==> src/csm_pkg.sv <==
// ---------------------------------------------------------------------------
// csm_pkg: shared types, constants and helpers for the caseless substring match
// Holds the pattern layout, the register indexes and the ASCII case folding.
// ---------------------------------------------------------------------------
package csm_pkg;

  // Width of one text byte.
  localparam int BYTE_W = 8;
  // Pattern storage: two 64-bit registers give sixteen bytes.
  localparam int PAT_BYTES = 16;
  localparam int PAT_IDX_W = 4;
  localparam int LEN_W = 5;
  localparam int CFG_DATA_W = 64;
  localparam int CFG_IDX_W = 2;
  // Width for position and length arithmetic; covers positions up to 127.
  localparam int IDX_W = 7;

  // Register indexes on the configuration port.
  localparam logic [CFG_IDX_W-1:0] REG_PATTERN_LOW = 2'd0;
  localparam logic [CFG_IDX_W-1:0] REG_PATTERN_HIGH = 2'd1;
  localparam logic [CFG_IDX_W-1:0] REG_PATTERN_LENGTH = 2'd2;

  // ASCII letter bounds and the distance between the cases.
  localparam logic [BYTE_W-1:0] LOWER_A = 8'h61;
  localparam logic [BYTE_W-1:0] LOWER_Z = 8'h7A;
  localparam logic [BYTE_W-1:0] CASE_GAP = 8'h20;

  typedef logic [BYTE_W-1:0] text_byte_t;
  typedef logic [PAT_BYTES-1:0][BYTE_W-1:0] pattern_t;

  // Fold a lower-case ASCII letter to upper case; every other code passes.
  function automatic text_byte_t fold_upper(text_byte_t c);
    if (c >= LOWER_A && c <= LOWER_Z) begin
      return c - CASE_GAP;
    end
    return c;
  endfunction

  // Pattern byte that must sit at window position pos for a match ending now.
  // Positions beyond the stored sixteen bytes read as zero.
  function automatic text_byte_t pattern_at(pattern_t pat, logic [LEN_W-1:0] len,
                                            logic [IDX_W-1:0] pos);
    logic [IDX_W-1:0] idx;
    idx = IDX_W'(len) - pos - IDX_W'(1);
    if (idx < IDX_W'(PAT_BYTES)) begin
      return pat[idx[PAT_IDX_W-1:0]];
    end
    return '0;
  endfunction

endpackage

==> src/csm_cell.sv <==
// ---------------------------------------------------------------------------
// csm_cell: one window cell of the substring matcher
// Holds one folded text byte, passes it to the next cell on every shift and
// checks it against the pattern byte that belongs to its window position.
// ---------------------------------------------------------------------------
module csm_cell
  import csm_pkg::*;
#(
  parameter int POS = 1
) (
  input  logic             clk,
  input  logic             shift_en,
  input  text_byte_t       byte_in,
  input  pattern_t         pattern,
  input  logic [LEN_W-1:0] pattern_length,
  output text_byte_t       byte_out,
  output logic             pos_ok
);

  text_byte_t held;
  logic       active;

  // Take the neighbor's byte whenever the window advances.
  always_ff @(posedge clk) begin
    if (shift_en) begin
      held <= byte_in;
    end
  end

  assign byte_out = held;

  // This position takes part only when the pattern reaches back this far.
  assign active = IDX_W'(pattern_length) > IDX_W'(POS);
  assign pos_ok = !active || (held == pattern_at(pattern, pattern_length, IDX_W'(POS)));

endmodule

==> src/caseless_substring_match.sv <==
// ---------------------------------------------------------------------------
// caseless_substring_match: per-record case-insensitive pattern search
// Scans record text one byte per item and reports, on each record's last
// byte, whether the configured pattern appeared anywhere in that record.
// ---------------------------------------------------------------------------
// Usage:
//   Write the pattern bytes and pattern length through the configuration
//   port (cfg_write_en, cfg_index, cfg_data) while no result is pending.
//   Text enters on the in channel (record_byte, record_end) with valid and
//   ready; one item is taken per cycle, back to back, while in_ready is high.
//   Each item whose record_end is set produces one item on the out channel
//   (record_matched) in the cycle after it is accepted; other items produce none.
//   The window is the incoming byte plus one cell per earlier pattern position;
//   all positions compare in parallel, one byte per clock while in_ready is high.
//   The result sits in an output register; when the receiver stalls with a
//   result pending, in_ready drops until that result is taken.
//   Reset clears the pattern registers, the byte count, the hit flag and the
//   output valid; the block takes items in the first cycle after reset.
// ---------------------------------------------------------------------------
module caseless_substring_match
  import csm_pkg::*;
#(
  parameter int PATTERN_MAX = 16
) (
  input  logic                  clk,
  input  logic                  rst,
  input  logic                  cfg_write_en,
  input  logic [CFG_IDX_W-1:0]  cfg_index,
  input  logic [CFG_DATA_W-1:0] cfg_data,
  input  logic                  in_valid,
  output logic                  in_ready,
  input  logic [BYTE_W-1:0]     record_byte,
  input  logic                  record_end,
  output logic                  out_valid,
  input  logic                  out_ready,
  output logic                  record_matched
);

  localparam int CNT_W = $clog2(PATTERN_MAX + 1);

  logic [CFG_DATA_W-1:0]  pattern_bytes_low;
  logic [CFG_DATA_W-1:0]  pattern_bytes_high;
  logic [LEN_W-1:0]       pattern_length;
  pattern_t               pattern;
  logic [CNT_W-1:0]       bytes_in_record;
  logic [CNT_W-1:0]       count_now;
  logic                   seen_match;
  logic                   accept;
  logic                   hit;
  logic                   match_now;
  logic                   len_fits;
  logic                   enough_bytes;
  text_byte_t             cur;
  text_byte_t             window [PATTERN_MAX];
  logic [PATTERN_MAX-1:0] pos_ok;

  // Configuration registers.
  always_ff @(posedge clk) begin
    if (rst) begin
      pattern_bytes_low <= '0;
      pattern_bytes_high <= '0;
      pattern_length <= '0;
    end else if (cfg_write_en) begin
      unique case (cfg_index)
        REG_PATTERN_LOW:    pattern_bytes_low <= cfg_data;
        REG_PATTERN_HIGH:   pattern_bytes_high <= cfg_data;
        REG_PATTERN_LENGTH: pattern_length <= cfg_data[LEN_W-1:0];
        default: ;
      endcase
    end
  end

  // Folded pattern bytes, byte 0 of the low register first.
  always_comb begin
    for (int i = 0; i < PAT_BYTES / 2; i++) begin
      pattern[i] = fold_upper(pattern_bytes_low[i*BYTE_W +: BYTE_W]);
      pattern[i + PAT_BYTES / 2] = fold_upper(pattern_bytes_high[i*BYTE_W +: BYTE_W]);
    end
  end

  assign accept = in_valid && in_ready;
  assign in_ready = !out_valid || out_ready;
  assign cur = fold_upper(record_byte);

  // Position zero is the incoming byte itself.
  assign window[0] = cur;
  assign pos_ok[0] = (cur == pattern_at(pattern, pattern_length, '0));

  // Row of cells holding the earlier bytes, newest first.
  for (genvar k = 1; k < PATTERN_MAX; k++) begin : g_cell
    csm_cell #(
      .POS(k)
    ) u_cell (
      .clk           (clk),
      .shift_en      (accept && !record_end),
      .byte_in       (window[k-1]),
      .pattern       (pattern),
      .pattern_length(pattern_length),
      .byte_out      (window[k]),
      .pos_ok        (pos_ok[k])
    );
  end

  // Byte count including the current byte, saturating at the window depth.
  assign count_now = (bytes_in_record == CNT_W'(PATTERN_MAX)) ? bytes_in_record
                                                               : bytes_in_record + CNT_W'(1);

  // A match ends here if the pattern is empty, or if it fits, enough bytes are in and every active position agrees.
  assign len_fits = IDX_W'(pattern_length) <= IDX_W'(PATTERN_MAX);
  assign enough_bytes = IDX_W'(count_now) >= IDX_W'(pattern_length);
  assign match_now = (pattern_length == '0) || (len_fits && enough_bytes && (&pos_ok));
  assign hit = seen_match || match_now;

  // Per-record state: cleared on the last byte of each record.
  always_ff @(posedge clk) begin
    if (rst) begin
      bytes_in_record <= '0;
      seen_match <= 1'b0;
    end else if (accept) begin
      if (record_end) begin
        bytes_in_record <= '0;
        seen_match <= 1'b0;
      end else begin
        bytes_in_record <= count_now;
        seen_match <= hit;
      end
    end
  end

  // Output register for the per-record result.
  always_ff @(posedge clk) begin
    if (rst) begin
      out_valid <= 1'b0;
    end else if (accept && record_end) begin
      out_valid <= 1'b1;
    end else if (out_ready) begin
      out_valid <= 1'b0;
    end
  end

  always_ff @(posedge clk) begin
    if (accept && record_end) begin
      record_matched <= hit;
    end
  end

  // The last byte of a record leaves the per-record state cleared.
  a_record_clears : assert property (@(posedge clk) disable iff (rst)
    accept && record_end |=> bytes_in_record == '0 && !seen_match)
    else $error("per-record state not cleared after last byte");

  // The byte count saturates at the window depth.
  a_count_bound : assert property (@(posedge clk) disable iff (rst)
    bytes_in_record <= CNT_W'(PATTERN_MAX))
    else $error("byte count beyond window depth");

  // An empty pattern reports a match for every record.
  a_empty_pattern : assert property (@(posedge clk) disable iff (rst)
    accept && record_end && pattern_length == '0 |=> out_valid && record_matched)
    else $error("empty pattern did not match");

  // A latched hit always comes from a byte of the current record.
  a_hit_needs_bytes : assert property (@(posedge clk) disable iff (rst)
    seen_match |-> bytes_in_record != '0)
    else $error("hit latched with no bytes in record");

endmodule

==> config.mk <==
export PLATFORM = sky130hd
export DESIGN_NAME = caseless_substring_match
export DESIGN_NICKNAME = d
export VERILOG_FILES = /design/src/csm_pkg.sv /design/src/csm_cell.sv /design/src/caseless_substring_match.sv
export SDC_FILE = /design/constraint.sdc
export NUM_CORES = 1
export LEC_CHECK = 0
export BUFFER_PORTS_ARGS = -buffer_cell sky130_fd_sc_hd__buf_4
export CAP_MARGIN = 20
export CORE_MARGIN = 4
export CORE_UTILIZATION = 40
export DETAILED_ROUTE_END_ITERATION = 10
export HOLD_SLACK_MARGIN = 0.03
export PLACE_DENSITY = 0.62
export SYNTH_ARGS = -nofsm -noshare
export SYNTH_HDL_FRONTEND = slang
export SYNTH_SLANG_ARGS = --single-unit
==> constraint.sdc <==
create_clock -name clk -period 9.03 [get_ports clk]
set_input_delay 1.3545 -clock clk [delete_from_list [all_inputs] [get_ports clk]]
set_output_delay 1.3545 -clock clk [all_outputs]
set_load 0.02 [all_outputs]
Word-level counts from Yosys, hierarchy flattened
Index checks and enable logic that the tools add are counted.
{"block": "word_totals", "out_inout_bits": 3, "input_bits": 80, "elab_cells": 372, "reg_bits": 261}
{"block": "op_classes", "n_mux": 136, "magnitude_cmp": 83, "n_reduce_logical": 64, "addsub": 48, "n_eq_ne": 19}
{"op": "$mux 8", "n": 82}
{"op": "$bmux 8 s4", "n": 16}
{"op": "$ge 8x7->1 const B", "n": 17}
{"op": "$le 8x7->1 const B", "n": 17}
{"op": "$sub 8x6->8 const B", "n": 17}
{"op": "$eq 8x8->1", "n": 16}
{"op": "$lt 7x5->1 const B", "n": 16}
{"op": "$sub 7x1->7 const B", "n": 15}
{"op": "$lt 4x5->1 const B", "n": 16}
{"op": "$sub 5x4->6 const B", "n": 8}
{"op": "$gt 5x4->1 const B", "n": 8}
{"op": "$mux 1", "n": 36}
{"op": "$sub 5x3->6 const B", "n": 4}
{"op": "$logic_and 1x1->1", "n": 22}
{"op": "$gt 5x3->1 const B", "n": 4}
{"op": "$logic_or 1x1->1", "n": 18}
{"op": "$logic_not 1->1", "n": 17}
{"op": "$reduce_and 16->1", "n": 1}
{"op": "$sub 5x2->6 const B", "n": 2}
{"op": "$gt 5x2->1 const B", "n": 2}
{"op": "$mux 5", "n": 2}
{"op": "$reduce_and 2->1", "n": 3}
{"op": "$sub 5x1->6 const B", "n": 1}
{"op": "$add 5x1->5 const B", "n": 1}
{"op": "other kinds (9)", "n": 9}

Logic depth before layout (Yosys ltp)
Gate-level depths: netlist of run 1.
{"block": "depth", "depth_word": 15, "depth_mapped": 25, "depth_no_buf": 17}

Hierarchy
Synthesis of run 1 repeated with hierarchy kept, for this count alone.
{"block": "hier_totals", "hier_cells": 3067, "area_unflattened_um2": 34206.6}
{"mod": "caseless_substring_match", "area_each_um2": 7938.9, "cells_each": 1047, "seq_area_each_um2": 2832.7, "n_inst": 1}
{"mod": "csm_cell at g_cell[10].u_cell", "area_each_um2": 1971.9, "cells_each": 174, "seq_area_each_um2": 240.2, "n_inst": 1}
{"mod": "csm_cell at g_cell[1].u_cell", "area_each_um2": 1895.6, "cells_each": 194, "seq_area_each_um2": 240.2, "n_inst": 1}
{"mod": "csm_cell at g_cell[4].u_cell", "area_each_um2": 1850.5, "cells_each": 153, "seq_area_each_um2": 240.2, "n_inst": 1}
{"mod": "csm_cell at g_cell[6].u_cell", "area_each_um2": 1781.7, "cells_each": 134, "seq_area_each_um2": 240.2, "n_inst": 1}
{"mod": "csm_cell at g_cell[7].u_cell", "area_each_um2": 1780.5, "cells_each": 141, "seq_area_each_um2": 240.2, "n_inst": 1}
{"mod": "csm_cell at g_cell[15].u_cell", "area_each_um2": 1773.0, "cells_each": 129, "seq_area_each_um2": 240.2, "n_inst": 1}
{"mod": "csm_cell at g_cell[11].u_cell", "area_each_um2": 1750.4, "cells_each": 130, "seq_area_each_um2": 240.2, "n_inst": 1}
{"mod": "csm_cell at g_cell[2].u_cell", "area_each_um2": 1749.2, "cells_each": 134, "seq_area_each_um2": 240.2, "n_inst": 1}
{"mod": "csm_cell at g_cell[12].u_cell", "area_each_um2": 1730.4, "cells_each": 117, "seq_area_each_um2": 240.2, "n_inst": 1}
{"mod": "csm_cell at g_cell[13].u_cell", "area_each_um2": 1715.4, "cells_each": 125, "seq_area_each_um2": 240.2, "n_inst": 1}
{"mod": "csm_cell at g_cell[14].u_cell", "area_each_um2": 1696.6, "cells_each": 124, "seq_area_each_um2": 240.2, "n_inst": 1}
{"mod": "csm_cell at g_cell[5].u_cell", "area_each_um2": 1684.1, "cells_each": 112, "seq_area_each_um2": 240.2, "n_inst": 1}
{"mod": "csm_cell at g_cell[9].u_cell", "area_each_um2": 1672.9, "cells_each": 124, "seq_area_each_um2": 240.2, "n_inst": 1}
{"mod": "2 more rows"}

Worst setup path after synthesis of run 1
No wires, ideal clock.
{"block": "synth_timing", "kind": "in2reg", "from": "input out_ready", "to": "register g_cell[10].u_cell.held[0] (enable)", "stages": 3, "path_slack_ps": 1448, "t_required_ps": 8425, "arrival_ps": 6976, "setup_ps": 605, "n_path_buf": 0, "cell_sequence": "nand2b_1 -> nand2_1 -> nor2_1"}
{"block": "synth_via", "elab_chain_len": 3}
{"element": "from (decl)", "line_no": "caseless_substring_match.sv:35", "source": "input logic out_ready,"}
{"element": "$logic_or 1x1->1", "line_no": "caseless_substring_match.sv:82", "source": "assign in_ready = !out_valid || out_ready;"}
{"element": "$logic_and 1x1->1", "line_no": "caseless_substring_match.sv:81", "source": "assign accept = in_valid && in_ready;"}
{"element": "$logic_and 1x1->1", "line_no": "caseless_substring_match.sv:95", "source": ".shift_en (accept && !record_end),"}
{"element": "via g_cell[10].u_cell.shift_en", "line_no": "csm_cell.sv:12", "source": "input logic shift_en,"}
{"element": "to (signal assigned)", "line_no": "csm_cell.sv:26", "source": "held <= byte_in;"}
{"element": "to (decl)", "line_no": "csm_cell.sv:20", "source": "text_byte_t held;"}
The timed path passes the listed nets, and every way through them passes these cells.
A chain may end at the register's enable or synchronous reset.

Worst setup path after layout of run 1
{"block": "layout_timing", "from": "register pattern_length[1]", "to": "register record_matched (data pin)"}
{"block": "layout_via", "elab_chain_len": 12, "elab_cells_between_ends": 195, "cone_classes": "add/sub: 30; order compare: 33; eq/ne: 16; mux: 80; reduce/logical: 36"}
{"element": "from (decl)", "line_no": "caseless_substring_match.sv:43", "source": "logic [LEN_W-1:0] pattern_length;"}
{"element": "from (signal assigned)", "line_no": "caseless_substring_match.sv:67", "source": "REG_PATTERN_LENGTH: pattern_length <= cfg_data[LEN_W-1:0];"}
{"element": "$sub 5x1->6 (tied with other cells)", "line_no": "csm_pkg.sv:44", "source": "idx = IDX_W'(len) - pos - IDX_W'(1);"}
{"element": "$sub 7x1->7", "line_no": "csm_pkg.sv:44"}
{"element": "$bmux 8 s4", "line_no": "csm_pkg.sv:46", "source": "return pat[idx[PAT_IDX_W-1:0]];"}
{"element": "$mux 8 (not written as such)", "line_no": "csm_pkg.sv:46"}
{"element": "$mux 8", "line_no": "csm_pkg.sv:45", "source": "if (idx < IDX_W'(PAT_BYTES)) begin"}
{"element": "$mux 8", "line_no": "csm_pkg.sv:48", "source": "return '0;"}
{"element": "$eq 8x8->1", "line_no": "csm_cell.sv:34", "source": "assign pos_ok = !active || (held == pattern_at(pattern, pattern_length, IDX_W'(POS)));"}
{"element": "$logic_or 1x1->1", "line_no": "csm_cell.sv:34"}
{"element": "$reduce_and 16->1", "line_no": "caseless_substring_match.sv:111", "source": "assign match_now = (pattern_length == '0) || (len_fits && enough_bytes && (&pos_ok));"}
{"element": "$logic_and 1x1->1", "line_no": "caseless_substring_match.sv:111"}
{"element": "$logic_or 1x1->1 *", "line_no": "caseless_substring_match.sv:111"}
{"element": "$logic_or 1x1->1 *", "line_no": "caseless_substring_match.sv:112", "source": "assign hit = seen_match || match_now;"}
{"element": "via hit", "line_no": "caseless_substring_match.sv:49", "source": "logic hit;"}
{"element": "to (signal assigned)", "line_no": "caseless_substring_match.sv:143", "source": "record_matched <= hit;"}
{"element": "to (decl)", "line_no": "caseless_substring_match.sv:36", "source": "output logic record_matched"}
Mark *: on every way through the listed nets, which the timed path passes. The rest lies on a longest branch. The select of a mux whose other input is x is not followed.

==> implementation parameters, run 1 <==
Parameter                              Value

Finish
  Utilization after layout    44.8%
  Area of the multi-input gates    0.0149 mm^2
  Proportion of layout cells with a drive suffix above 1    14.6%
  Final net count    2697
  Layout overhead on the synthesized area    10.7%
  Storage cell area    0.00644 mm^2
  Final-layout fill cell count    5447

Worst hold path
  Hold EP    g_cell[13].u_cell.byte_out[3]$_DFFE_PP_
  Hold Crit Depth    0
  Hold Crit Start    g_cell[12].u_cell.byte_out[3]$_DFFE_PP_
  Class of the tightest hold or removal check    flop to flop

Drt
  Antenna-violating nets left    0
  Wire length reported by the detailed router    104000 um
  Drt pass-1 iters    6
  DR vias    21997
  Avg Vias per Cell    6.58
  Drc violations    0
  Violation count after the first detailed-route iteration    2943
  Routed wire length per instance    31.3 um

Yosys
  Number of distinct library cells after synthesis    96
  Post-Syn Nets    2689
  Proportion of synthesized chip area in sequential cells    28.9%
  Leading area contributor after synthesis    edfxtp_1
  Biggest area contributors in the synthesized netlist    edfxtp_1 (16%), dfxtp_1 (13%), mux4_2 (8.5%)
  Post-synthesis sequential element count    261
  Portion of synthesized cell area occupied by the leading cell type    16.3%
  Mapped cell area    0.0223 mm^2
  Instance count of the mapped netlist    2557
  Most instantiated library cell after synthesis    nand2_1
  Total of warnings raised by yosys    0
  Main flop type after synthesis    dfxtp_1
  Number of flops mapped to enable cells by yosys    121
  Average cell area after synthesis    8.71 um^2
  Share of synthesized registers carrying an async set or reset    0%
  Leading cell types by count after synthesis    nand2_1 (422), a21oi_1 (235), mux2i_1 (173)

Power
  Maximum VDD drop    0.134 mV
  Sequential power share    39.7%
  Power spent charging and discharging nets    0.00113 W
  Leak    8.33 nW
  Switching share of power    32.8%
  Post-route total power    0.00344 W
  P_int    0.00231 W
  Combinational power share    23.5%
  Power share of the clock group    36.8%
  Power density over cell area    139 mW/mm^2

STA
  Slew @ Worst Pin    1.15 ns
  Final total negative setup slack    0 ns
  Setup Viol. Count Final    0
  Post-route fraction of the period consumed by the critical path    68.7%
  Unrepaired setup endpoints after global routing    no
  Final period demand of the worst path    6.20 ns
  Skew final    0.0123 ns
  Number of pins exceeding their max-slew limit in the final report    0
  Fmax    161 MHz
  Number of hold violations in the final report    0
  Slew headroom    23.0%

Floorplanning
  I/O Pins    83
  Die Ht    244 um
  Effective utilization at floorplan    40.4%
  Area of the core    0.0551 mm^2
  Num rows    86
  Die Outline Area    0.0596 mm^2
  Die boundary width    244 um

Worst setup path
  Capture point of the worst reg-to-reg path    record_matched$_DFFE_PP_
  Critical path peak fanout    154
  Category of the most critical setup path    flop to flop
  Endpoint kind of the worst setup timing path    flop
  Kind of start point of the critical path    flop
  RR Startpoint    pattern_length[1]$_SDFFE_PP0P_
  Flop2flop setup slack    2.83 ns
  Critical path required time    9.49 ns
  CP arrival    6.66 ns
  Logic depth of the worst register-to-register path    15

GRT
  Pin count of the biggest net entering global routing    155
  Via count of the first global-routing pass    20558
  Number of antenna violations at the first check in global routing    3
  Total track usage    34.1%
  Leftover overflow at the end of global routing    0
  Wire length of the first global-routing pass    149000 um

Job
  Max Cap Violations    0

CTS
  Clock tree from TritonCTS    yes
  Number of buffers created by CTS    31
  H-tree Lvls    1
  Hold Buf Count CTS    0
  Source-to-sink clock delay at the later pin of the worst-skew pair    0.60 ns
  Longest Clk Path Bufs    3
  Clock root buffer master    clkbuf_16
  Post-CTS clock slew at the launch and capture registers of the worst setup and hold paths    0.06 ns
  CTS-repair resized insts    0
  Clock Sink Count    261
  Post-CTS Setup Inserts    0

Placed design
  Placed wire-length estimate    83700 um
  GP Congestion    1.06
  Number of input and output port buffers inserted    82

Run status
  Result of the run    finished clean
-- power groups by stage --
stage	clock [W]	sequential [W]	combinational (W)
finish	0.00126	0.00137	0.000807
detailed placement	0	0.00139	0.000784
global route	0.00134	0.00137	0.000853
global placement	0	0.00139	0.000777
CTS	0.00129	0.00136	0.000786
floorplan	0	0.00135	0.000517
-- stage by stage --
| step | worst slack [ns] | cells | cell area, um^2 | hold WS, ns |
|---|---|---|---|---|
| CTS | 3.10 | 3337 | 24600 | 0.470 |
| finish | 2.83 | 3341 | 24700 | 0.474 |
| global placement | 3.16 | 3278 | 23600 | 0.452 |
| global route | 2.50 | 3338 | 24700 | 0.471 |
| floorplan | 1.45 | 2557 | 22300 | 0.444 |
| detailed placement | 3.09 | 3279 | 23600 | 0.460 |
-- logic make-up (layout without fill, tap and decap cells) --
| kind of cell | Yosys count | in the layout | synth area share, % |
|---|---|---|---|
| AND/OR/NAND/NOR | 865 | 865 | 18.0 |
| AO/OA/AOI/OAI | 715 | 715 | 21.4 |
| multiplexers | 315 | 315 | 19.5 |
| flip-flops | 261 | 261 | 28.9 |
| buffers and inverters | 242 | 275 | 4.68 |
| XOR/XNOR | 107 | 107 | 4.51 |
| adder cells (fa/ha/maj) | 52 | 52 | 2.92 |
| other | 0 | 3 | 0 |
-- critical path, stage by stage (launching register included) --
cell	delay [ns]
dfxtp_1	0.60
inv_1	0.33
ha_4	0.65
buf_12	0.60
mux2i_1	0.42
mux2i_1	0.18
mux4_2	0.55
xnor2_1	0.17
nand3_1	0.09
a21o_1	0.18
a221oi_1	0.72
nand4_1	0.20
a2111oi_0	0.49
nor4bb_1	0.30
nand4_1	0.18
o21ai_1	0.16
-- state kept, by name (all words and copies together) (netlist names) --
| name | cells |
|---|---|
| pattern_bytes_low | 64 |
| pattern_length | 5 |
| record_matched | 1 |
| bytes_in_record | 5 |
| pattern_bytes_high | 64 |
| g_cell.u_cell.byte_out | 120 |
| seen_match | 1 |
| out_valid | 1 |
-- per-layer routing --
layer / vias to the layer above / GRT usage [%] / routed length, um
met1: 10835 / 45.4 / 41400
met3: 257 / 7.38 / 11200
li1: 9664 / - / -
met4: 0 / 17.4 / 6700
met2: 1241 / 52.6 / 45200
met5: - / 0 / 0
-- how the worst max path moves through the flow --
stage                                        start  slack (ns)                                 endpoint
floorplan                                out_ready        1.45  g_cell[10].u_cell.byte_out[0]$_DFFE_PP_
global placement    pattern_length[1]$_SDFFE_PP0P_        3.16                 record_matched$_DFFE_PP_
detailed placement  pattern_length[1]$_SDFFE_PP0P_        3.09                 record_matched$_DFFE_PP_
CTS                 pattern_length[1]$_SDFFE_PP0P_        3.10                 record_matched$_DFFE_PP_
global route        pattern_length[1]$_SDFFE_PP0P_        2.50                 record_matched$_DFFE_PP_
finish              pattern_length[1]$_SDFFE_PP0P_        2.83                 record_matched$_DFFE_PP_
-- cells in the final DEF, fill, tap and decap left out, drive strengths merged, types with 55 or more instances in the layout --
master / count
nand2: 422
a21oi: 235
mux2i: 173
nor2: 158
dfxtp: 140
buf: 130
edfxtp: 121
o21ai: 106
inv: 90
mux4: 89
xnor2: 79
nand3: 55
-- layout make-up --
class | instances | share of cell area, %
antenna | 3 | 0.0304
clock buffer | 38 | 3.33
clock inverter | 20 | 0.802
inverter | 87 | 1.32
multi-input combinational | 2054 | 60.6
sequential | 261 | 26.1
tap | 748 | 3.80
timing repair buffer | 130 | 4.04
Power figures use the tool's default switching activity.
==> run 2, diff against run 1 <==
--- a/config.mk
+++ b/config.mk
@@ -11,7 +11,7 @@
 export CORE_UTILIZATION = 40
 export DETAILED_ROUTE_END_ITERATION = 10
 export HOLD_SLACK_MARGIN = 0.03
-export PLACE_DENSITY = 0.62
+export PLACE_DENSITY = 0.64
 export SYNTH_ARGS = -nofsm -noshare
 export SYNTH_HDL_FRONTEND = slang
 export SYNTH_SLANG_ARGS = --single-unit
==> constraint.sdc (replaced) <==
create_clock -name clk -period 5.1 [get_ports clk]
set_input_delay 0.765 -clock clk [delete_from_list [all_inputs] [get_ports clk]]
set_output_delay 0.765 -clock clk [all_outputs]
set_load 0.02 [all_outputs]
==> implementation parameters, run 2 (synthesis results as in run 1) <==
Parameter                              Value

Finish
  Most frequent cells in the layout    nand2_1 (422), a21oi_1 (235), buf_4 (199), mux2i_1 (173), nor2_1 (157)
  Number of standard cells in the layout, taps in and fillers out    3417 (+2.3%)
  Final net count    2775 (+2.9%)
  Most frequent standard cell in the layout excluding fill and tap cells    nand2_1
  Layout overhead on the synthesized area    14.1%
  Proportion of layout cells with a drive suffix above 1    17.3% (+2.6 points)
  Number of flip-flops in the largest register    120 (unchanged)

Drt
  Avg Vias per Cell    6.57 (-0.18%)
  Routed wire length per instance    31.2 um (-0.26%)
  Wire length reported by the detailed router    107000 um (+2.0%)
  Antenna-violating nets left    0 (unchanged)
  Drt pass-1 iters    6 (unchanged)
  DR vias    22457 (+2.1%)
  Drc violations    0 (unchanged)
  Violation count after the first detailed-route iteration    2986 (+1.5%)

Worst setup path
  Cell with the biggest individual delay on the critical path    o21ai_0
  Kind of start point of the critical path    flop
  CP dominant cell by count    o21ai_0
  Critical path required time    5.56 ns (-3.93 ns)
  CP arrival    5.46 ns (-1.20 ns)
  Critical Path Max Stage Delay    1.05 ns (+0.33 ns)
  Critical path peak fanout    7 (-95%)
  Category of the most critical setup path    flop to flop
  Critical-path cell list    or4_1 -> o221ai_1 -> o21ai_0 -> o21ai_0 -> o211a_1 -> o21ai_0 -> a221oi_1 -> nand4_1 -> o31a_1 -> nor4_1 -> nand4_1 -> o21ai_1
  Endpoint kind of the worst setup timing path    flop

Placed design
  GP Congestion    1.11 (+4.3%)
  Cell total after placement    3358 (+2.4%)
  Number of input and output port buffers inserted    82 (unchanged)
  Placed wire-length estimate    86100 um (+2.9%)
  Worst setup slack before clock tree synthesis    0.188 ns (-2.90 ns)

STA
  Post-route fraction of the period consumed by the critical path    98.1% (+29 points)
  Slew headroom    18.0% (-5.0 points)
  Number of hold violations in the final report    0 (unchanged)
  Unrepaired setup endpoints after global routing    no
  Slew @ Worst Pin    1.22 ns (+0.0697 ns)
  Setup Viol. Count Final    0 (unchanged)
  Final total negative setup slack    0 ns (unchanged)
  Skew final    0.0302 ns (+0.0179 ns)
  Least setup slack across all paths after layout    0.0955 ns (-2.73 ns)
  Final period demand of the worst path    5.00 ns (-1.20 ns)
  Fmax    200 MHz (+24%)
  Number of pins exceeding their max-slew limit in the final report    0 (unchanged)

Power
  Power density over cell area    247 mW/mm^2 (+77%)
  Leak    8.80 nW (+5.7%)
  Maximum VDD drop    0.240 mV (+79%)

GRT
  Wire length of the first global-routing pass    150000 um (+1.0%)
  Total track usage    34.5% (+0.31 points)
  Number of antenna violations at the first check in global routing    6 (+3)
  Pin count of the biggest net entering global routing    110 (-29%)
  Via count of the first global-routing pass    20853 (+1.4%)
  Leftover overflow at the end of global routing    0 (unchanged)

CTS
  Longest Clk Path Bufs    3 (unchanged)
  Number of buffers created by CTS    30 (-3.2%)
  Clock Sink Count    261 (unchanged)
  Clock root buffer master    clkbuf_16
  Source-to-sink clock delay at the later pin of the worst-skew pair    0.61 ns (about the same)
  H-tree Lvls    1 (unchanged)
  Clock tree from TritonCTS    yes
  Post-CTS clock slew at the launch and capture registers of the worst setup and hold paths    0.07 ns (about the same)

Floorplanning
  Die Ht    244 um (unchanged)
  Num rows    86 (unchanged)
  Die Outline Area    0.0596 mm^2 (unchanged)
  I/O Pins    83 (unchanged)
  Area of the core    0.0551 mm^2 (unchanged)
  Effective utilization at floorplan    40.4% (unchanged)
  Die boundary width    244 um (unchanged)

Run status
  Result of the run    finished clean

Job
  Max Cap Violations    0 (unchanged)

Worst hold path
  Class of the tightest hold or removal check    primary input to flop
==> run 2: changes by cell type in the layout (fill, tap and decap cells not counted), sizes merged <==
cell    delta
inv        -2
buf       +79
bufinv     -2
clkinv     -7
clkbuf     +8
==> run 2: final timing paths <==
check	startpoint	endpoint	slack, ns	cells after the start
setup / recovery	pattern_bytes_high[41]$_SDFFE_PP0P_	record_matched$_DFFE_PP_	0.1	12
hold / removal	record_byte[0]	g_cell[1].u_cell.byte_out[0]$_DFFE_PP_	0.37	1
setup reg to reg	pattern_bytes_high[41]$_SDFFE_PP0P_	record_matched$_DFFE_PP_	0.1	12
hold reg to reg	g_cell[9].u_cell.byte_out[6]$_DFFE_PP_	g_cell[10].u_cell.byte_out[6]$_DFFE_PP_	0.44	0
==> run 2: critical path: cells and delay by family (launching register included) <==
kind / cells / cell delay, ns
AO/OA/AOI/OAI: 8 / 3.14
AND/OR/NAND/NOR: 4 / 1.28
flip-flops: 1 / 0.46
==> run 2: report_power, final <==
| group | internal [W] | leakage [nW] | switching, W |
|---|---|---|---|
| Clock | 0.00141 | 0.544 | 0.000924 |
| Combinational | 0.000569 | 5.99 | 0.000959 |
| Sequential | 0.00227 | 2.27 | 0.000138 |
| Total | 0.00425 | 8.80 | 0.00202 |
==> run 2: what timing repair did <==
item,in CTS,in global routing
gates resized for setup,0,1
setup endpoints to repair,0,2
setup buffers,0,1
hold buffers,0,0
==> run 2: cell type report <==
| class | count | area, um^2 |
|---|---|---|
| clock inverters | 9 | 82.6 |
| flip-flops and latches | 261 | 6440 |
| inverters | 87 | 327 |
| well taps | 748 | 936 |
| clock buffers | 46 | 1010 |
| multi-input cells | 2054 | 14900 |
| diodes | 3 | 7.51 |
| repair buffers | 209 | 1700 |
| fillers | 5413 | 29700 |
==> run 2: metrics by stage <==
stage	cell area [um^2]	hold WS, ns	total power, W	util (%)
after floorplan	22300	0.444	0.00330	-
after global placement	24300	0.456	0.00391	44.1
after detailed placement	24300	0.461	0.00393	44.1
after CTS	25400	0.356	0.00625	46.1
after global routing	25400	0.364	0.00646	46.2
final	25400	0.371	0.00627	46.2
==> run 2: per-layer routing <==
| metal | routed length [um] | global-route usage [%] |
|---|---|---|
| met1 | 43400 | 47.1 |
| met2 | 45900 | 52.5 |
| met3 | 11700 | 8.20 |
| met4 | 5630 | 14.3 |
| met5 | 0 | 0 |
